[src/rtl/led_ring_pattern_sequencer_defines.svh]
// Assertion macros for the LED ring pattern sequencer.
// Taken in by the top level; needs a signal named clock and one named reset.
`ifndef LED_RING_PATTERN_SEQUENCER_DEFINES_SVH
`define LED_RING_PATTERN_SEQUENCER_DEFINES_SVH

// cond holds at every edge outside reset
`define LRPS_ASSERT_ALWAYS(label, cond) \
   label: assert property (@(posedge clock) disable iff (reset) (cond)) \
      else $error("lrps: invariant violated");

// trig implies cond in the same cycle
`define LRPS_ASSERT_IMPL(label, trig, cond) \
   label: assert property (@(posedge clock) disable iff (reset) (trig) |-> (cond)) \
      else $error("lrps: same-cycle implication violated");

// trig implies cond in the next cycle
`define LRPS_ASSERT_NEXT(label, trig, cond) \
   label: assert property (@(posedge clock) disable iff (reset) (trig) |=> (cond)) \
      else $error("lrps: next-cycle implication violated");

`endif

[src/rtl/lrps_pkg.sv]
// Shared types, constants and helper functions for the LED ring pattern sequencer.
// No dependencies.
package lrps_pkg;

   localparam int unsigned TICKS_PER_UNIT = 10;
   localparam logic [11:0] TICK_MAX       = 12'd4095;
   localparam logic [7:0]  ENDLESS        = 8'hFF;
   localparam logic [6:0]  DUTY_TOP       = 7'd99;
   localparam logic [3:0]  DOUBLE_TOP     = 4'hC;
   localparam logic [3:0]  CHASE_TOP      = 4'h8;
   localparam logic [3:0]  MODE_LIMIT     = 4'd7;

   typedef enum logic {
      OP_TICK = 1'b0,
      OP_CMD  = 1'b1
   } op_type;

   typedef enum logic [2:0] {
      MODE_ON      = 3'd0,
      MODE_OFF     = 3'd1,
      MODE_BLINK   = 3'd2,
      MODE_BREATHE = 3'd3,
      MODE_CW      = 3'd4,
      MODE_CCW     = 3'd5,
      MODE_DOUBLE  = 3'd6
   } mode_type;

   typedef struct packed {
      op_type      opcode;
      logic [3:0]  cmd_mode;
      logic [7:0]  cmd_count;
      logic [7:0]  cmd_period;
      logic        only_if_changed;
   } req_item_type;

   typedef struct packed {
      logic [2:0]  active_mode;
      logic [3:0]  row_pins;
      logic [6:0]  duty_pct;
      logic        column_pwm_on;
      logic [3:0]  column_pins;
   } rsp_item_type;

   typedef struct packed {
      mode_type    mode;
      logic [7:0]  repeat_count;
      logic [7:0]  period;
      logic [11:0] tick_down;
      logic [3:0]  column_step;
      logic [3:0]  row_step;
      logic [7:0]  pass_counter;
      logic [6:0]  duty;
      logic        ramp_up;
      logic [3:0]  column_out;
      logic        pwm_select;
      logic [3:0]  row_out;
   } state_type;

   // column lines accept one-hot, all on or all off
   function automatic logic column_code_ok(input logic [3:0] v);
      return (v == 4'h1) || (v == 4'h2) || (v == 4'h4) || (v == 4'h8) ||
             (v == 4'hF) || (v == 4'h0);
   endfunction

   // row lines additionally accept adjacent pairs
   function automatic logic row_code_ok(input logic [3:0] v);
      return (v == 4'h1) || (v == 4'h2) || (v == 4'h4) || (v == 4'h8) ||
             (v == 4'h3) || (v == 4'h6) || (v == 4'hC) || (v == 4'hF) ||
             (v == 4'h0);
   endfunction

   // period in units to ticks, saturated to the counter range
   function automatic logic [11:0] reload_ticks(input logic [7:0] period);
      logic [15:0] prod;
      prod = 16'(period) * 16'(TICKS_PER_UNIT);
      return (prod > 16'(TICK_MAX)) ? TICK_MAX : prod[11:0];
   endfunction

endpackage

[src/rtl/lrps_step.sv]
// Next-state and result logic for one item of the LED ring pattern sequencer.
// Depends on lrps_pkg.
module lrps_step (
   input  lrps_pkg::state_type    state_i,
   input  lrps_pkg::req_item_type item_i,
   output lrps_pkg::state_type    state_o,
   output lrps_pkg::rsp_item_type result_o
);

   lrps_pkg::state_type s;
   logic                same_skip;
   logic [7:0]          passes;
   lrps_pkg::mode_type  fallback;

   always_comb begin
      s         = state_i;
      same_skip = 1'b0;
      passes    = 8'd0;
      fallback  = lrps_pkg::MODE_ON;

      // item intake: tick counts down, valid command restarts a mode
      if (item_i.opcode == lrps_pkg::OP_TICK) begin
         if (s.tick_down != 12'd0) s.tick_down = s.tick_down - 12'd1;
      end else begin
         same_skip = item_i.only_if_changed && (item_i.cmd_mode == {1'b0, s.mode});
         if ((item_i.cmd_mode < lrps_pkg::MODE_LIMIT) && !same_skip) begin
            s.ramp_up      = 1'b0;
            s.column_step  = 4'h0;
            s.row_step     = 4'h0;
            s.pass_counter = 8'd0;
            s.duty         = 7'd0;
            s.mode         = lrps_pkg::mode_type'(item_i.cmd_mode[2:0]);
            s.repeat_count = item_i.cmd_count;
            s.period       = item_i.cmd_period;
            s.tick_down    = 12'd0;
         end
      end

      // pattern pass
      unique case (s.mode)
         lrps_pkg::MODE_ON: begin
            s.row_out    = 4'hF;
            s.pwm_select = 1'b0;
            s.column_out = 4'hF;
         end
         lrps_pkg::MODE_OFF: begin
            s.pwm_select = 1'b0;
            s.column_out = 4'h0;
            s.row_out    = 4'h0;
         end
         lrps_pkg::MODE_BLINK: begin
            if (s.tick_down == 12'd0) begin
               if (lrps_pkg::row_code_ok(s.column_step)) s.row_out = s.column_step;
               s.pwm_select = 1'b0;
               if (lrps_pkg::column_code_ok(s.column_step)) s.column_out = s.column_step;
               s.column_step = (s.column_step != 4'h0) ? 4'h0 : 4'hF;
               passes   = s.pass_counter;
               fallback = lrps_pkg::MODE_OFF;
               if (passes == s.repeat_count) s.mode = fallback;
               else if (s.repeat_count == lrps_pkg::ENDLESS) s.pass_counter = 8'd0;
               if (s.column_step != 4'h0) s.pass_counter = s.pass_counter + 8'd1;
               s.tick_down = lrps_pkg::reload_ticks(s.period);
            end
         end
         lrps_pkg::MODE_BREATHE: begin
            if (s.tick_down == 12'd0) begin
               if (s.ramp_up) begin
                  s.duty = s.duty + 7'd1;
                  if (s.duty >= lrps_pkg::DUTY_TOP) begin
                     s.ramp_up      = 1'b0;
                     s.pass_counter = s.pass_counter + 8'd1;
                  end
               end else begin
                  // floor at zero, then turn upward
                  if (s.duty != 7'd0) s.duty = s.duty - 7'd1;
                  if (s.duty <= 7'd1) s.ramp_up = 1'b1;
               end
               passes = s.pass_counter;
               if (passes == s.repeat_count) s.mode = fallback;
               else if (s.repeat_count == lrps_pkg::ENDLESS) s.pass_counter = 8'd0;
               s.row_out    = 4'hF;
               s.pwm_select = 1'b1;
               s.tick_down  = 12'(s.period);
            end
         end
         lrps_pkg::MODE_CW: begin
            if (s.tick_down == 12'd0) begin
               s.row_step = ((s.row_step >= lrps_pkg::CHASE_TOP) || (s.row_step == 4'h0)) ?
                            4'h1 : {s.row_step[2:0], 1'b0};
               s.pwm_select = 1'b0;
               s.column_out = 4'hF;
               if (lrps_pkg::row_code_ok(s.row_step)) s.row_out = s.row_step;
               passes = {2'b00, s.pass_counter[7:2]};
               if (passes == s.repeat_count) s.mode = fallback;
               else if (s.repeat_count == lrps_pkg::ENDLESS) s.pass_counter = 8'd0;
               if (s.row_step == lrps_pkg::CHASE_TOP) s.pass_counter = s.pass_counter + 8'd1;
               s.tick_down = lrps_pkg::reload_ticks(s.period);
            end
         end
         lrps_pkg::MODE_CCW: begin
            if (s.tick_down == 12'd0) begin
               s.row_step = ((s.row_step <= 4'h1) || (s.row_step > lrps_pkg::CHASE_TOP)) ?
                            lrps_pkg::CHASE_TOP : {1'b0, s.row_step[3:1]};
               s.pwm_select = 1'b0;
               s.column_out = 4'hF;
               if (lrps_pkg::row_code_ok(s.row_step)) s.row_out = s.row_step;
               passes = {2'b00, s.pass_counter[7:2]};
               if (passes == s.repeat_count) s.mode = fallback;
               else if (s.repeat_count == lrps_pkg::ENDLESS) s.pass_counter = 8'd0;
               if (s.row_step == 4'h1) s.pass_counter = s.pass_counter + 8'd1;
               s.tick_down = lrps_pkg::reload_ticks(s.period);
            end
         end
         lrps_pkg::MODE_DOUBLE: begin
            if (s.tick_down == 12'd0) begin
               if (s.column_step == 4'h0) s.column_step = 4'h1;
               s.row_step = ((s.row_step >= lrps_pkg::DOUBLE_TOP) || (s.row_step == 4'h0)) ?
                            4'h3 : {s.row_step[2:0], 1'b0};
               s.pwm_select = 1'b0;
               if (lrps_pkg::column_code_ok(s.column_step)) s.column_out = s.column_step;
               if (lrps_pkg::row_code_ok(s.row_step)) s.row_out = s.row_step;
               if (s.row_step >= lrps_pkg::DOUBLE_TOP) begin
                  if (s.column_step >= lrps_pkg::CHASE_TOP) begin
                     s.column_step  = 4'h1;
                     s.pass_counter = s.pass_counter + 8'd1;
                  end else begin
                     s.column_step = {s.column_step[2:0], 1'b0};
                  end
               end
               passes = s.pass_counter;
               if (passes == s.repeat_count) s.mode = fallback;
               else if (s.repeat_count == lrps_pkg::ENDLESS) s.pass_counter = 8'd0;
               s.tick_down = lrps_pkg::reload_ticks(s.period);
            end
         end
         default: begin
            // unused mode code: hold everything
         end
      endcase
   end

   assign state_o                = s;
   assign result_o.column_pins   = s.column_out;
   assign result_o.column_pwm_on = s.pwm_select;
   assign result_o.duty_pct      = s.pwm_select ? s.duty : 7'd0;
   assign result_o.row_pins      = s.row_out;
   assign result_o.active_mode   = s.mode;

endmodule

[src/rtl/led_ring_pattern_sequencer.sv]
// LED ring pattern sequencer top level; uses lrps_pkg, lrps_step and the assertion macros.
// A request passes through the input register, then one pass of pattern logic into the
// result register. Throughput one item per clock while no result is held or rsp_tready is high;
// the pattern state loop is a single register stage.
// A held result does not block intake: the input register still takes one more item.
// Reset (synchronous, active high): all-on mode, counters cleared, item registers empty.
module led_ring_pattern_sequencer (
   input  logic        clock,
   input  logic        reset,
   input  logic        req_tvalid,
   output logic        req_tready,
   // [3:0] cmd_mode, [11:4] cmd_count, [19:12] cmd_period, [20] only_if_changed,
   // [23:21] zero
   input  logic [23:0] req_tdata,
   // [0] opcode (0 tick, 1 mode command)
   input  logic        req_tuser,
   output logic        rsp_tvalid,
   input  logic        rsp_tready,
   // [3:0] column_pins, [4] column_pwm_on, [11:5] duty_pct, [15:12] row_pins,
   // [18:16] active_mode, [23:19] zero
   output logic [23:0] rsp_tdata
);

`include "led_ring_pattern_sequencer_defines.svh"

   // input register
   logic                   in_valid_ff, in_valid_in;
   lrps_pkg::req_item_type in_item_ff, in_item_in;

   // pattern state
   lrps_pkg::state_type    state_ff, state_in;

   // result register
   logic                   rsp_valid_ff, rsp_valid_in;
   lrps_pkg::rsp_item_type rsp_item_ff, rsp_item_in;

   logic req_accept;
   logic fire;   // input item moves through the pattern logic this cycle

   assign fire       = in_valid_ff && (!rsp_valid_ff || rsp_tready);
   assign req_tready = !in_valid_ff || fire;
   assign req_accept = req_tvalid && req_tready;

   // unpack the request
   always_comb begin
      in_item_in.opcode          = lrps_pkg::op_type'(req_tuser);
      in_item_in.cmd_mode        = req_tdata[3:0];
      in_item_in.cmd_count       = req_tdata[11:4];
      in_item_in.cmd_period      = req_tdata[19:12];
      in_item_in.only_if_changed = req_tdata[20];
   end

   assign in_valid_in  = req_accept ? 1'b1 : (fire ? 1'b0 : in_valid_ff);
   assign rsp_valid_in = fire ? 1'b1 : (rsp_tready ? 1'b0 : rsp_valid_ff);

   lrps_step u_step (
      .state_i  (state_ff),
      .item_i   (in_item_ff),
      .state_o  (state_in),
      .result_o (rsp_item_in)
   );

   always_ff @(posedge clock) begin
      if (reset) begin
         in_valid_ff  <= 1'b0;
         rsp_valid_ff <= 1'b0;
         state_ff     <= '0;
      end else begin
         in_valid_ff  <= in_valid_in;
         rsp_valid_ff <= rsp_valid_in;
         if (fire) state_ff <= state_in;
      end
   end

   // payload registers, no reset
   always_ff @(posedge clock) begin
      if (req_accept) in_item_ff  <= in_item_in;
      if (fire)       rsp_item_ff <= rsp_item_in;
   end

   assign rsp_tvalid = rsp_valid_ff;
   assign rsp_tdata  = {5'b00000, rsp_item_ff};

   // checks
   `LRPS_ASSERT_NEXT(a_fire_gives_result, fire, rsp_tvalid)
   `LRPS_ASSERT_IMPL(a_full_stall_blocks, in_valid_ff && rsp_valid_ff && !rsp_tready, !req_tready)
   `LRPS_ASSERT_ALWAYS(a_duty_in_range, state_ff.duty <= lrps_pkg::DUTY_TOP)
   `LRPS_ASSERT_IMPL(a_pwm_off_zero_duty, rsp_tvalid && !rsp_tdata[4], rsp_tdata[11:5] == 7'd0)

endmodule
[config.mk]
export PLATFORM = sky130hd
export DESIGN_NAME = led_ring_pattern_sequencer
export DESIGN_NICKNAME = d
export VERILOG_FILES = /design/src/rtl/lrps_pkg.sv /design/src/rtl/lrps_step.sv /design/src/rtl/led_ring_pattern_sequencer.sv
export VERILOG_INCLUDE_DIRS = /design/src /design/src/rtl
export SDC_FILE = /design/constraint.sdc
export NUM_CORES = 1
export LEC_CHECK = 0
export ABC_AREA = 0
export BUFFER_PORTS_ARGS = -buffer_cell sky130_fd_sc_hd__buf_2
export CAP_MARGIN = 20
export CELL_PAD_IN_SITES_DETAIL_PLACEMENT = 1
export CELL_PAD_IN_SITES_GLOBAL_PLACEMENT = 2
export CORE_MARGIN = 10
export CORE_UTILIZATION = 37
export DETAILED_ROUTE_END_ITERATION = 10
export PLACE_DENSITY_LB_ADDON = 0.1
export SYNTH_ARGS = -nofsm -noshare
export SYNTH_HDL_FRONTEND = slang
export SYNTH_SLANG_ARGS = --single-unit
[constraint.sdc]
create_clock -name clock -period 5.3 [get_ports clock]
set_clock_uncertainty 0.05 [all_clocks]
set_input_delay 0.53 -clock clock [delete_from_list [all_inputs] [get_ports clock]]
set_output_delay 0.53 -clock clock [all_outputs]
set_load 0.1 [all_outputs]
After elaboration in Yosys (flattened, before gate mapping)
Index checks and enable logic that the tools add are counted.
{"block": "word_totals", "register_bits": 107, "in_bits": 29, "wordCells": 239}
{"block": "op_classes", "addsub": 7, "multipliers": 1, "order_cmp": 9, "eq_ne": 49, "muxes": 83, "n_reduce_logical": 66}
{"cell": "8-bit 2-to-1 mux", "count": 26}
{"cell": "12-bit 2-to-1 mux", "count": 6}
{"cell": "4-bit 2-to-1 mux", "count": 15}
{"cell": "4-bit equality test, second input constant", "count": 14}
{"cell": "55-bit 2-to-1 mux", "count": 1}
{"cell": "12-bit case mux with 4 select lines", "count": 1}
{"cell": "1-bit logical OR", "count": 44}
{"cell": "8-bit case mux with 5 select lines", "count": 1}
{"cell": "4-bit by 2-bit equality test with 1-bit output, second input constant", "count": 9}
{"cell": "4-bit by 3-bit equality test with 1-bit output, second input constant", "count": 9}
{"cell": "9-bit 2-to-1 mux", "count": 4}
{"cell": "5-bit case mux with 7 select lines", "count": 1}
{"cell": "8-bit by 1-bit adder with 8-bit output, second input constant", "count": 4}
{"cell": "16-bit 2-to-1 mux", "count": 2}
{"cell": "28-bit 2-to-1 mux", "count": 1}
{"cell": "7-bit 2-to-1 mux", "count": 4}
{"cell": "8-bit equality test", "count": 3}
{"cell": "4-bit logical NOT", "count": 6}
{"cell": "24-bit 2-to-1 mux", "count": 1}
{"cell": "3-bit 2-to-1 mux", "count": 8}
{"cell": "4-bit case mux with 6 select lines", "count": 1}
{"cell": "4-bit by 1-bit equality test with 1-bit output, second input constant", "count": 5}
{"cell": "19-bit 2-to-1 mux", "count": 1}
{"cell": "4-bit >= comparator, second input constant", "count": 4}
{"cell": "other kinds (29)", "count": 44}

Depth between registers and ports, before layout
Gate-level depths: netlist of run 1.
{"block": "logic_depth", "depth_word": 21, "depth_mapped": 21, "ltp_nobuf": 17}

By module
From an unflattened synthesis of run 1, not the netlist that was laid out.
{"block": "unflattened", "cells_unflattened": 1197, "area_unflattened_um2": 9561.7}
{"mod": "lrps_step", "instances": 1, "cells_per_inst": 863, "area_each_um2": 5292.6, "seq_area_each_um2": 0.0}
{"mod": "led_ring_pattern_sequencer", "instances": 1, "cells_per_inst": 334, "area_each_um2": 4269.1, "seq_area_each_um2": 2552.4}

Worst setup path after synthesis of run 1
No wires, ideal clock.
{"block": "synth_path", "path_kind": "register to register", "startpoint": "register in_item_ff[18] (netlist name)", "endpoint": "register state_ff[19] (netlist name)", "setup_ns": 0.079, "arrival_ns": 4.393, "t_required_ns": 5.171, "path_slack_ns": 0.778, "stages_incl_launch_ff": 20, "n_path_buf": 4, "cell_sequence": "edfxtp_1 xnor2_1 a41oi_1 nand2_1 clkbuf_1 clkbuf_1 buf_1 nand2_1 inv_1 ha_1 buf_1 nand2_1 xnor2_1 a41o_1 o2111ai_1 o21a_1 or3b_1 a31oi_1 or3b_1 o211ai_1"}
{"block": "synth_between", "elab_chain_cells": 19}
{"item": "from (decl)", "line_no": "led_ring_pattern_sequencer.sv:28", "source": "lrps_pkg::req_item_type in_item_ff, in_item_in;"}
{"item": "from (signal assigned)", "line_no": "led_ring_pattern_sequencer.sv:77", "source": "if (req_accept) in_item_ff <= in_item_in;"}
{"item": "branches (longest 4 deep; another with 4-bit by 3-bit < comparator with 1-bit output)"}
{"item": "55-bit 2-to-1 mux (*)", "line_no": "lrps_step.sv:26", "source": "if ((item_i.cmd_mode < lrps_pkg::MODE_LIMIT) && !same_skip) begin"}
{"item": "branches (longest 13 deep; another with 7-bit by 1-bit adder with 7-bit output)"}
{"item": "8-bit case mux with 5 select lines (*)", "line_no": "lrps_step.sv:40", "source": "unique case (s.mode)"}
{"item": "to (signal assigned)", "line_no": "led_ring_pattern_sequencer.sv:71", "source": "if (fire) state_ff <= state_in;"}
{"item": "to (decl)", "line_no": "led_ring_pattern_sequencer.sv:31", "source": "lrps_pkg::state_type state_ff, state_in;"}
Mark *: on every way between the ends. The select of a mux whose other input is x is not followed.
A chain may end at the register's enable or synchronous reset.

Worst setup path after layout of run 1
Same ends and word-level chain as after synthesis.

==> results.tsv, run 1 <==
stage	metric	value	unit
route	drc	0	
yosys	ys_async_sr_fraction	0	%
pwr	powerDensity	385	nW/um^2
final_layout	post-route-util	40.9	%
critical_path	reg2reg_from	in_item_ff[18]	
critical_path	required	5550	ps
status	status	completed	
timing	max_slew.worst_pin.slew	1130	ps
cts	cts.path.max_buffers	2	
critical_path	crit_type	reg2reg	
final_layout	drive_above_1_share	11.3	%
yosys	synth_top_area_cell	dfxtp_1	
final_layout	final_area	9210	sq um
critical_path	crit_path_cell_trace	xnor2_1, a41oi_1, nand2_2, and2_1, ha_1, nand3_1, or3_1, a311oi_1, and2_1, a311oi_1, or3b_1, a31oi_2, or3b_1, o211ai_1	
timing	timing.final.crit_share	92.3	%
die	dieArea	29100	sq um
die	die_width	171	um
timing	fin_crit	4890	ps
critical_path	cp-startpoint	in_item_ff[18]	
timing	rsz0062_at_grt	no	
place	placed_cell_area	8940	sq um
min_path	holdCritPathClass	in2reg	
global_route	grt_remaining_overflow	0	
critical_path	cpPeakStageDelay	500	ps
route	ant_nets	0	
place	routabilityCongestion	0.902	
yosys	netlist_instances	1106	
global_route	grt_usage	22.7	%
die	core.rowCount	55	
yosys	yosysTopAreaCellShare	15.8	%
min_path	min-delay-start	req_tdata[14]	
timing	setup_viol	0	
yosys	synth_area_leaders	dfxtp_1 (16%), edfxtp_1 (15%), a21oi_1 (5.7%)	
final_layout	diodes	0	
final_layout	fill_cells	2809	
cts	cts_tree	built	
die	boundaryPins	55	
cts	clkSlewWorstSetupHoldPaths	80	ps
global_route	grt_max_degree	49	
yosys	syn_area_per_cell	7.58	sq um
route	wl_per_cell	23.1	um
die	coreArea	22500	sq um
yosys	ys_types	81	
critical_path	path_max_fanout	7	
timing	final_max_slew_viol_count	0	
cts	cts_htree_levels	3	
timing	fin_ws	410	ps
cts	cts_buffers	9	
route	first_iter_violations	667	
route	drt_first_pass_iters	5	
critical_path	arrival	5140	ps
yosys	ys_seq_area_share	30.4	%
yosys	synthesis.area	8390	sq um
pwr	power_leakage	3.35	nW
yosys	ys.flop_type	dfxtp_1	
timing	final_hold_viol_count	0	
final_layout	syn_to_final_growth	9.77	%
yosys	synth_warnings	0	
cts	hold_buffers	0	
timing	tns	0	ps
place	io_buffers	46	
cts	clk_latency	370	ps
critical_path	worstSetupStartpointType	flip-flop	
timing	clock.fmax	205	MHz
critical_path	cp_slowest_cell	or3b_1	
timing	maxSlewHeadroom	23.6	%
global_route	antenna_found_initial	0	
die	start_util	37.3	%
yosys	synth_edf_count	41	
global_route	grt_pass1_vias	8911	
pwr	irDropWorstVdd	199	uV
die	die_y	171	um
global_route	grt_pass1_wl	52.0	mm
final_layout	nNetsFinal	1172	
cts	cts.sinks	107	
route	num_vias	8684	
place	dp_slack	340	ps
yosys	ys_ff_latch	107	
cts	cts-root-buf	clkbuf_16	
place	hpwl	23.4	mm
route	via_per_inst	6.15	
critical_path	critPathCaptureType	flip-flop	
route	wirelength	32.7	mm
run	cap_violations	0	
[layout by cell type (no fill, tap or decap), drive strengths merged, types with 7 or more instances in the layout]
master | netlist | layout
dfxtp | 66 | 66
xnor2 | 44 | 44
nand4 | 10 | 10
a211oi | 22 | 22
o22ai | 19 | 19
nor2 | 121 | 121
edfxtp | 41 | 41
a21oi | 96 | 96
mux2i | 11 | 11
buf | 24 | 85
ha | 21 | 21
a22oi | 13 | 13
a21o | 8 | 8
xor2 | 19 | 19
nand3 | 43 | 43
inv | 34 | 36
o211ai | 7 | 7
a32oi | 7 | 7
a311oi | 13 | 13
a31oi | 8 | 8
o21a | 12 | 12
nor4 | 15 | 15
o21ai | 73 | 73
nor3 | 38 | 38
nor2b | 7 | 7
or3 | 11 | 11
and2 | 9 | 9
clkbuf | 61 | 12
nand2 | 129 | 129
and3 | 10 | 10
o32ai | 7 | 7
[worst paths after layout]
| check | slack, ps | cells after the start | endpoint |
|---|---|---|---|
| max | 410 | 14 | state_ff[19] |
| max reg2reg | 410 | 14 | state_ff[19] |
| min | 280 | 1 | in_item_ff[3] |
| min reg2reg | 450 | 2 | state_ff[48] |
[registers in the layout, summed over array words and instances, names as in the netlist]
name	flops
rsp_tvalid	1
in_valid_ff	1
state_ff	64
in_item_ff	22
rsp_tdata	19
[metrics by stage]
| step | std cells | hold WS, ps | total power [mW] |
|---|---|---|---|
| 2_1_floorplan | 1110 | 404 | 2.30 |
| 3_3_place_gp | 1395 | 435 | 2.84 |
| 3_5_place_dp | 1395 | 437 | 2.85 |
| 4_1_cts | 1411 | 267 | 3.54 |
| 5_1_grt | 1411 | 271 | 3.77 |
| 6_report | 1411 | 276 | 3.54 |
[where the power goes]
group / switching [mW] / total [mW] / internal, mW
combinational: 1.25 / 1.83 / 0.582
sequential: 0.0950 / 1.04 / 0.940
clock: 0.353 / 0.674 / 0.321
total: 1.70 / 3.54 / 1.84
[worst max-delay path: cells and delay by family (launching register included)]
kind / cells / cell delay [ps]
AOI/OAI and AO/OA: 5 / 1370
xor gates and xnor gates: 1 / 320
adders and majority gates: 1 / 290
DFF: 1 / 490
and+or+nand+nor: 7 / 2300
[synthesized netlist by cell type (all sizes together), types with 9 or more instances]
| library cell | instances |
|---|---|
| mux2i | 11 |
| xor2 | 19 |
| edfxtp | 41 |
| xnor2 | 44 |
| and3 | 10 |
| nand2 | 129 |
| nor4 | 15 |
| dfxtp | 66 |
| ha | 21 |
| a21oi | 96 |
| nand4 | 10 |
| or3 | 11 |
| nand3 | 43 |
| buf | 24 |
| a311oi | 13 |
| clkbuf | 61 |
| and2 | 9 |
| o21a | 12 |
| nor2 | 121 |
| a211oi | 22 |
| a22oi | 13 |
| inv | 34 |
| o21ai | 73 |
| nor3 | 38 |
| o22ai | 19 |
[cell families (layout without fill, tap and decap cells)]
logic type / count (synthesis) / in the layout / synth area share, %
XOR/XNOR: 63 / 63 / 6.67
other: 1 / 5 / 0.0447
AO/OA/AOI/OAI: 350 / 350 / 27.6
multiplexers: 16 / 16 / 1.98
buffers and inverters: 120 / 136 / 5.82
flip-flops: 107 / 107 / 30.4
adder cells (fa/ha/maj): 23 / 23 / 3.49
AND/OR/NAND/NOR: 426 / 426 / 24.0
[cell type report]
class	count	area, sq um	area share, %
sequential	107	2550	27.7
multi-input combinational	883	5380	58.4
tap	285	357	3.87
clock inverter	4	26.3	0.285
timing repair buffer	85	523	5.68
inverter	35	131	1.43
clock buffer	12	236	2.57
[layer usage]
layer	vias up	GRT usage, %	share of wire (%)
li1	4083	-	-
met1	4292	30.4	46
met2	252	36.2	45
met3	57	3.32	5.4
met4	0	8.24	2.8
met5	-	0	0
[what timing repair did]
action,in CTS,in global routing
buffers inserted,0,0
gates resized for setup,0,1
endpoints found under the hold margin,0,0
endpoints found under the setup margin,0,2
Note: power is estimated with default switching activity, not from simulation.
==> inputs of run 2 (changes only) <==
--- a/config.mk
+++ b/config.mk
@@ -15,6 +15,7 @@
 export CORE_UTILIZATION = 37
 export DETAILED_ROUTE_END_ITERATION = 10
 export PLACE_DENSITY_LB_ADDON = 0.1
+export REMOVE_ABC_BUFFERS = 1
 export SYNTH_ARGS = -nofsm -noshare
 export SYNTH_HDL_FRONTEND = slang
 export SYNTH_SLANG_ARGS = --single-unit
==> results.tsv, run 2 (same netlist as run 1, synthesis figures left out) <==
stage	metric	value	unit	change
critical_path	crit_type	reg2reg		
pwr	power_frac_comb	50.8	%	-0.9 points
final_layout	mostFrequentLayoutCells	nand2_1 (127), nor2_1 (119), a21oi_1 (96), o21ai_0 (67), dfxtp_1 (66)		
min_path	hold_end	in_item_ff[11]		
final_layout	nNetsFinal	1173		+0.085%
final_layout	diodes	0		unchanged
cts	cts_buffers	9		unchanged
route	num_vias	8615		-0.79%
route	wl_per_cell	23.0	um	-0.62%
global_route	grt_pass1_wl	51.0	mm	-1.8%
final_layout	largest_register_ffs	64		unchanged
timing	tns	0	ps	unchanged
pwr	powerDensity	382	nW/um^2	-0.81%
place	routabilityCongestion	0.880		-2.4%
die	core.rowCount	55		unchanged
place	io_buffers	46		unchanged
critical_path	r2r_cells	14		unchanged
critical_path	cp_slowest_cell	or3b_1		
status	status	completed		
min_path	holdCritPathClass	in2reg		
min_path	min-delay-start	req_tdata[6]		
timing	timing.final.crit_share	90.5	%	-1.7 points
timing	max_slew.worst_pin.slew	816	ps	-315 ps
critical_path	crit_path_cell_trace	xnor2_1, a41oi_1, nand2_2, and2_1, ha_1, nand3_1, or3_1, a311oi_2, and2_1, a311oi_1, or3b_1, a31oi_2, or3b_1, o211ai_1		
cts	clk_latency	380	ps	about the same
critical_path	worstSetupStartpointType	flip-flop		
die	start_util	37.3	%	unchanged
timing	final_max_slew_viol_count	0		unchanged
die	die_width	171	um	unchanged
pwr	power_leakage	3.37	nW	+0.53%
die	boundaryPins	55		unchanged
timing	clock.fmax	208	MHz	+1.9%
critical_path	cp-startpoint	in_item_ff[17]		
route	via_per_inst	6.10		-0.86%
critical_path	cpPeakStageDelay	520	ps	+20 ps
timing	setup_viol	0		unchanged
cts	cts.sinks	107		unchanged
cts	cts.path.max_buffers	2		unchanged
critical_path	r2r_slack	500	ps	+90 ps
place	placedCellCount	1396		+0.072%
cts	cts_tree	built		
run	cap_violations	0		unchanged
die	coreArea	22500	sq um	unchanged
cts	clkSlewWorstSetupHoldPaths	90	ps	about the same
route	first_iter_violations	526		-21%
pwr	irDropWorstVdd	139	uV	-30%
critical_path	required	5560	ps	about the same
global_route	grt_max_degree	46		-6.1%
timing	timing.hold.ws	271	ps	-5.31 ps
cts	post_cts_buffers	0		unchanged
final_layout	finalNonFillerCells	1412		+0.071%
final_layout	drive_above_1_share	11.7	%	+0.43 points
pwr	p_sw	1.70	mW	+0.17%
global_route	grt_pass1_vias	8685		-2.5%
critical_path	critPathCaptureType	flip-flop		
timing	final_hold_viol_count	0		unchanged
route	wirelength	32.5	mm	-0.55%
timing	maxSlewHeadroom	45.3	%	+22 points
critical_path	reg2reg_from	in_item_ff[17]		
cts	cts-root-buf	clkbuf_16		
cts	cts_htree_levels	3		unchanged
critical_path	path_max_fanout	8		+1
final_layout	syn_to_final_growth	10.2	%	
min_path	whs_path_depth	1		unchanged
global_route	grt_usage	22.2	%	-0.46 points
route	drt_first_pass_iters	5		unchanged
global_route	grt_remaining_overflow	0		unchanged
timing	rsz0062_at_grt	no		
global_route	antenna_found_initial	0		unchanged
pwr	p_int	1.83	mW	-0.94%
place	hpwl	23.5	mm	+0.59%
final_layout	regMostFlops	state_ff		
route	ant_nets	0		unchanged
critical_path	reg2reg_to	state_ff[19]		
route	drc	0		unchanged
pwr	seqPwrFrac	29.6	%	+0.4 points
die	die_y	171	um	unchanged
timing	fin_crit	4800	ps	-92.2 ps
die	dieArea	29100	sq um	unchanged
pwr	pwr-share-clk	19.6	%	+0.6 points
pwr	switching_share	48.2	%	+0.28 points
critical_path	arrival	5050	ps	-90 ps
final_layout	final_common_cell	nand2_1		
==> run 2: cell count changes in the layout (fill, tap and decap cells not counted), sizes merged <==
cell / delta
buf: +1
clkbuf: -2
clkinv: +2
clkinvlp: -1
inv: +1
==> run 2: power groups by stage <==
stage / clock, mW / sequential [mW] / combinational [mW]
CTS: 0.715 / 1.04 / 1.78
detailed placement: 0 / 1.06 / 1.77
global route: 0.735 / 1.06 / 1.96
global placement: 0 / 1.06 / 1.76
finish: 0.690 / 1.04 / 1.79
floorplan: 0 / 1.15 / 1.07
==> run 2: worst max path at each step <==
| stage | end | slack (ps) |
|---|---|---|
| 2_1_floorplan | state_ff[44] | 140 |
| 3_3_place_gp | state_ff[19] | 450 |
| 3_5_place_dp | state_ff[19] | 360 |
| 4_1_cts | state_ff[19] | 300 |
| 5_1_grt | state_ff[19] | 80 |
| 6_report | state_ff[19] | 500 |
==> run 2: cell type report <==
type / count / area [sq um]
well taps: 285 / 357
repair buffers: 86 / 531
inverters: 35 / 131
clock buffers: 10 / 229
multi-input cells: 883 / 5390
flip-flops and latches: 107 / 2550
fillers: 2791 / 13300
clock inverters: 6 / 51.3
==> run 2: routing by layer <==
layer	vias up	track usage, %	share of wire [%]
li1	4087	-	-
met1	4309	29.9	47
met2	186	36.4	47
met3	33	3.09	4.1
met4	0	5.80	1.5
met5	-	0	0
==> run 2: stage by stage <==
step	total power [mW]	setup WS, ps	instance area (sq um)	utilization, %
2_1_floorplan	2.22	136	8050	-
3_3_place_gp	2.82	452	8950	39.8
3_5_place_dp	2.83	355	8950	39.8
4_1_cts	3.54	296	9230	41.0
5_1_grt	3.75	79.1	9250	41.1
6_report	3.53	503	9250	41.1
==> run 2: what timing repair did <==
action                                  4_1_cts  5_1_grt
endpoints found under the setup margin        0        4
resized for setup                             0        2
hold buffers                                  0        0
hold endpoints to repair                      0        0
==> run 2: critical path: cells and delay by family (launching register included) <==
kind	cells	cell delay, ps
xor+xnor	1	340
fa+ha+maj	1	310
simple gates	7	2360
compound gates	5	1210
flops	1	460
==> inputs of run 3 (changes only) <==
--- a/config.mk
+++ b/config.mk
@@ -14,8 +14,9 @@
 export CORE_MARGIN = 10
 export CORE_UTILIZATION = 37
 export DETAILED_ROUTE_END_ITERATION = 10
-export PLACE_DENSITY_LB_ADDON = 0.1
+export PLACE_DENSITY_LB_ADDON = 0.12
 export REMOVE_ABC_BUFFERS = 1
 export SYNTH_ARGS = -nofsm -noshare
 export SYNTH_HDL_FRONTEND = slang
 export SYNTH_SLANG_ARGS = --single-unit
+export TNS_END_PERCENT = 20
==> results.tsv, run 3 (same netlist as run 1, synthesis figures left out) <==
stage	metric	value	unit	change
status	status	completed		
final_layout	final_common_cell	nand2_1		
cts	cts_htree_levels	3		unchanged
cts	clkSlewWorstSetupHoldPaths	90	ps	about the same
route	first_iter_violations	686		+30%
final_layout	regMostFlops	state_ff		
final_layout	nNetsFinal	1180		+0.60%
route	wl_per_cell	22.6	um	-1.6%
critical_path	worstSetupStartpointType	flip-flop		
timing	timing.final.crit_share	93.4	%	+2.9 points
pwr	power.total	3.60	mW	+2.1%
pwr	switching_share	47.7	%	-0.56 points
final_layout	largest_register_ffs	64		unchanged
pwr	pwr-share-clk	20.8	%	+1.2 points
place	hpwl	23.1	mm	-1.6%
global_route	grt_remaining_overflow	0		unchanged
die	coreArea	22500	sq um	unchanged
timing	rsz0062_at_grt	no		
die	die_y	171	um	unchanged
critical_path	arrival	5200	ps	+150 ps
critical_path	reg2reg_from	in_item_ff[18]		
final_layout	seq_area	2550	sq um	unchanged
die	boundaryPins	55		unchanged
min_path	min-delay-start	req_tdata[11]		
timing	fin_crit	4950	ps	+151 ps
critical_path	crit_type	reg2reg		
route	ant_nets	0		unchanged
pwr	powerDensity	386	nW/um^2	+1.2%
cts	cts.sinks	107		unchanged
critical_path	cp-startpoint	in_item_ff[18]		
global_route	antenna_found_initial	0		unchanged
timing	final_hold_viol_count	0		unchanged
timing	final_max_slew_viol_count	0		unchanged
global_route	grt_pass1_vias	8794		+1.3%
route	wirelength	32.1	mm	-1.1%
final_layout	syn_to_final_growth	11.2	%	
cts	post_cts_buffers	0		unchanged
critical_path	path_max_fanout	8		unchanged
place	io_buffers	46		unchanged
pwr	p_int	1.88	mW	+3.2%
min_path	holdCritPathClass	in2reg		
timing	setup_viol	0		unchanged
pwr	power_frac_comb	50.4	%	-0.4 points
final_layout	mostFrequentLayoutCells	nand2_1 (127), nor2_1 (119), a21oi_1 (96), o21ai_0 (67), dfxtp_1 (66)		
route	via_per_inst	6.15		+0.78%
critical_path	required	5550	ps	about the same
timing	tns	0	ps	unchanged
final_layout	drive_above_1_share	12.2	%	+0.46 points
route	drt_first_pass_iters	4		-1
critical_path	critPathCaptureType	flip-flop		
die	core.rowCount	55		unchanged
pwr	p_sw	1.72	mW	+0.86%
final_layout	fill_cells	2762		-1.0%
cts	clk_latency	380	ps	about the same
route	drc	0		unchanged
cts	cts_resized	0		unchanged
final_layout	final_area	9320	sq um	+0.85%
route	num_vias	8725		+1.3%
global_route	grt_max_degree	45		-2.2%
die	dieArea	29100	sq um	unchanged
global_route	grt_usage	22.3	%	+0.11 points
place	placed_cell_area	9000	sq um	+0.50%
die	start_util	37.3	%	unchanged
cts	cts.path.max_buffers	2		unchanged
final_layout	diodes	0		unchanged
pwr	irDropWorstVdd	180	uV	+30%
critical_path	r2r_slack	350	ps	-150 ps
place	routabilityCongestion	0.891		+1.2%
timing	timing.hold.ws	274	ps	+3.37 ps
global_route	grt_pass1_wl	51.3	mm	+0.49%
pwr	seqPwrFrac	28.7	%	-0.9 points
cts	cts_buffers	9		unchanged
timing	clock.fmax	202	MHz	-3.1%
pwr	power_leakage	3.42	nW	+1.5%
cts	hold_buffers	0		unchanged
timing	maxSlewHeadroom	32.7	%	-13 points
run	cap_violations	0		unchanged
cts	cts-root-buf	clkbuf_16		
timing	max_slew.worst_pin.slew	1010	ps	+193 ps
final_layout	multi_input_area	5380	sq um	-0.23%
die	die_width	171	um	unchanged
cts	cts_tree	built		
## run 3: per-stage QoR
step | setup WS [ps] | utilization, % | cells
after floorplan | 136 | - | 1025
after global placement | 650 | 40.0 | 1402
after detailed placement | 554 | 40.0 | 1402
after CTS | 488 | 41.4 | 1418
after global routing | 23.0 | 41.4 | 1419
final | 351 | 41.4 | 1419
## run 3: power groups by stage
stage          registers, mW  clock network (mW)  logic, mW
2_1_floorplan           1.15                   0       1.07
3_3_place_gp            1.05                   0       1.79
3_5_place_dp            1.05                   0       1.79
4_1_cts                 1.03               0.764       1.80
5_1_grt                 1.05               0.793       1.98
6_report                1.03               0.749       1.82
## run 3: area by class of cell
cell class              instances  area share (%)
clock buffers                   9            2.42
clock inverters                 7           0.926
repair buffers                 93            6.33
flip-flops and latches        107            27.4
inverters                      35            1.41
multi-input cells             883            57.7
well taps                     285            3.82
## run 3: path summary, 6_finish.rpt
check	end	cells after the start
setup reg to reg	state_ff[19]	15
setup / recovery	state_ff[19]	15
hold / removal	in_item_ff[16]	1
hold reg to reg	state_ff[46]	2
## run 3: critical path, cell delays in order (launching register included)
cell	delay [ps]
edfxtp_1	500
xnor2_1	320
a41o_2	370
o21ai_1	80
buf_4	190
inv_1	80
ha_1	270
nand3_1	180
or3_1	420
a311oi_1	610
and2_1	260
a311oi_1	120
or3b_1	520
a31oi_1	410
or3b_1	390
o211ai_1	100
## run 3: per-layer routing
metal | share of wire [%] | global-route usage [%] | vias up
li1 | - | - | 4118
met1 | 47 | 30.2 | 4339
met2 | 46 | 36.0 | 221
met3 | 4.8 | 2.83 | 47
met4 | 2.3 | 7.28 | 0
met5 | 0 | 0 | -
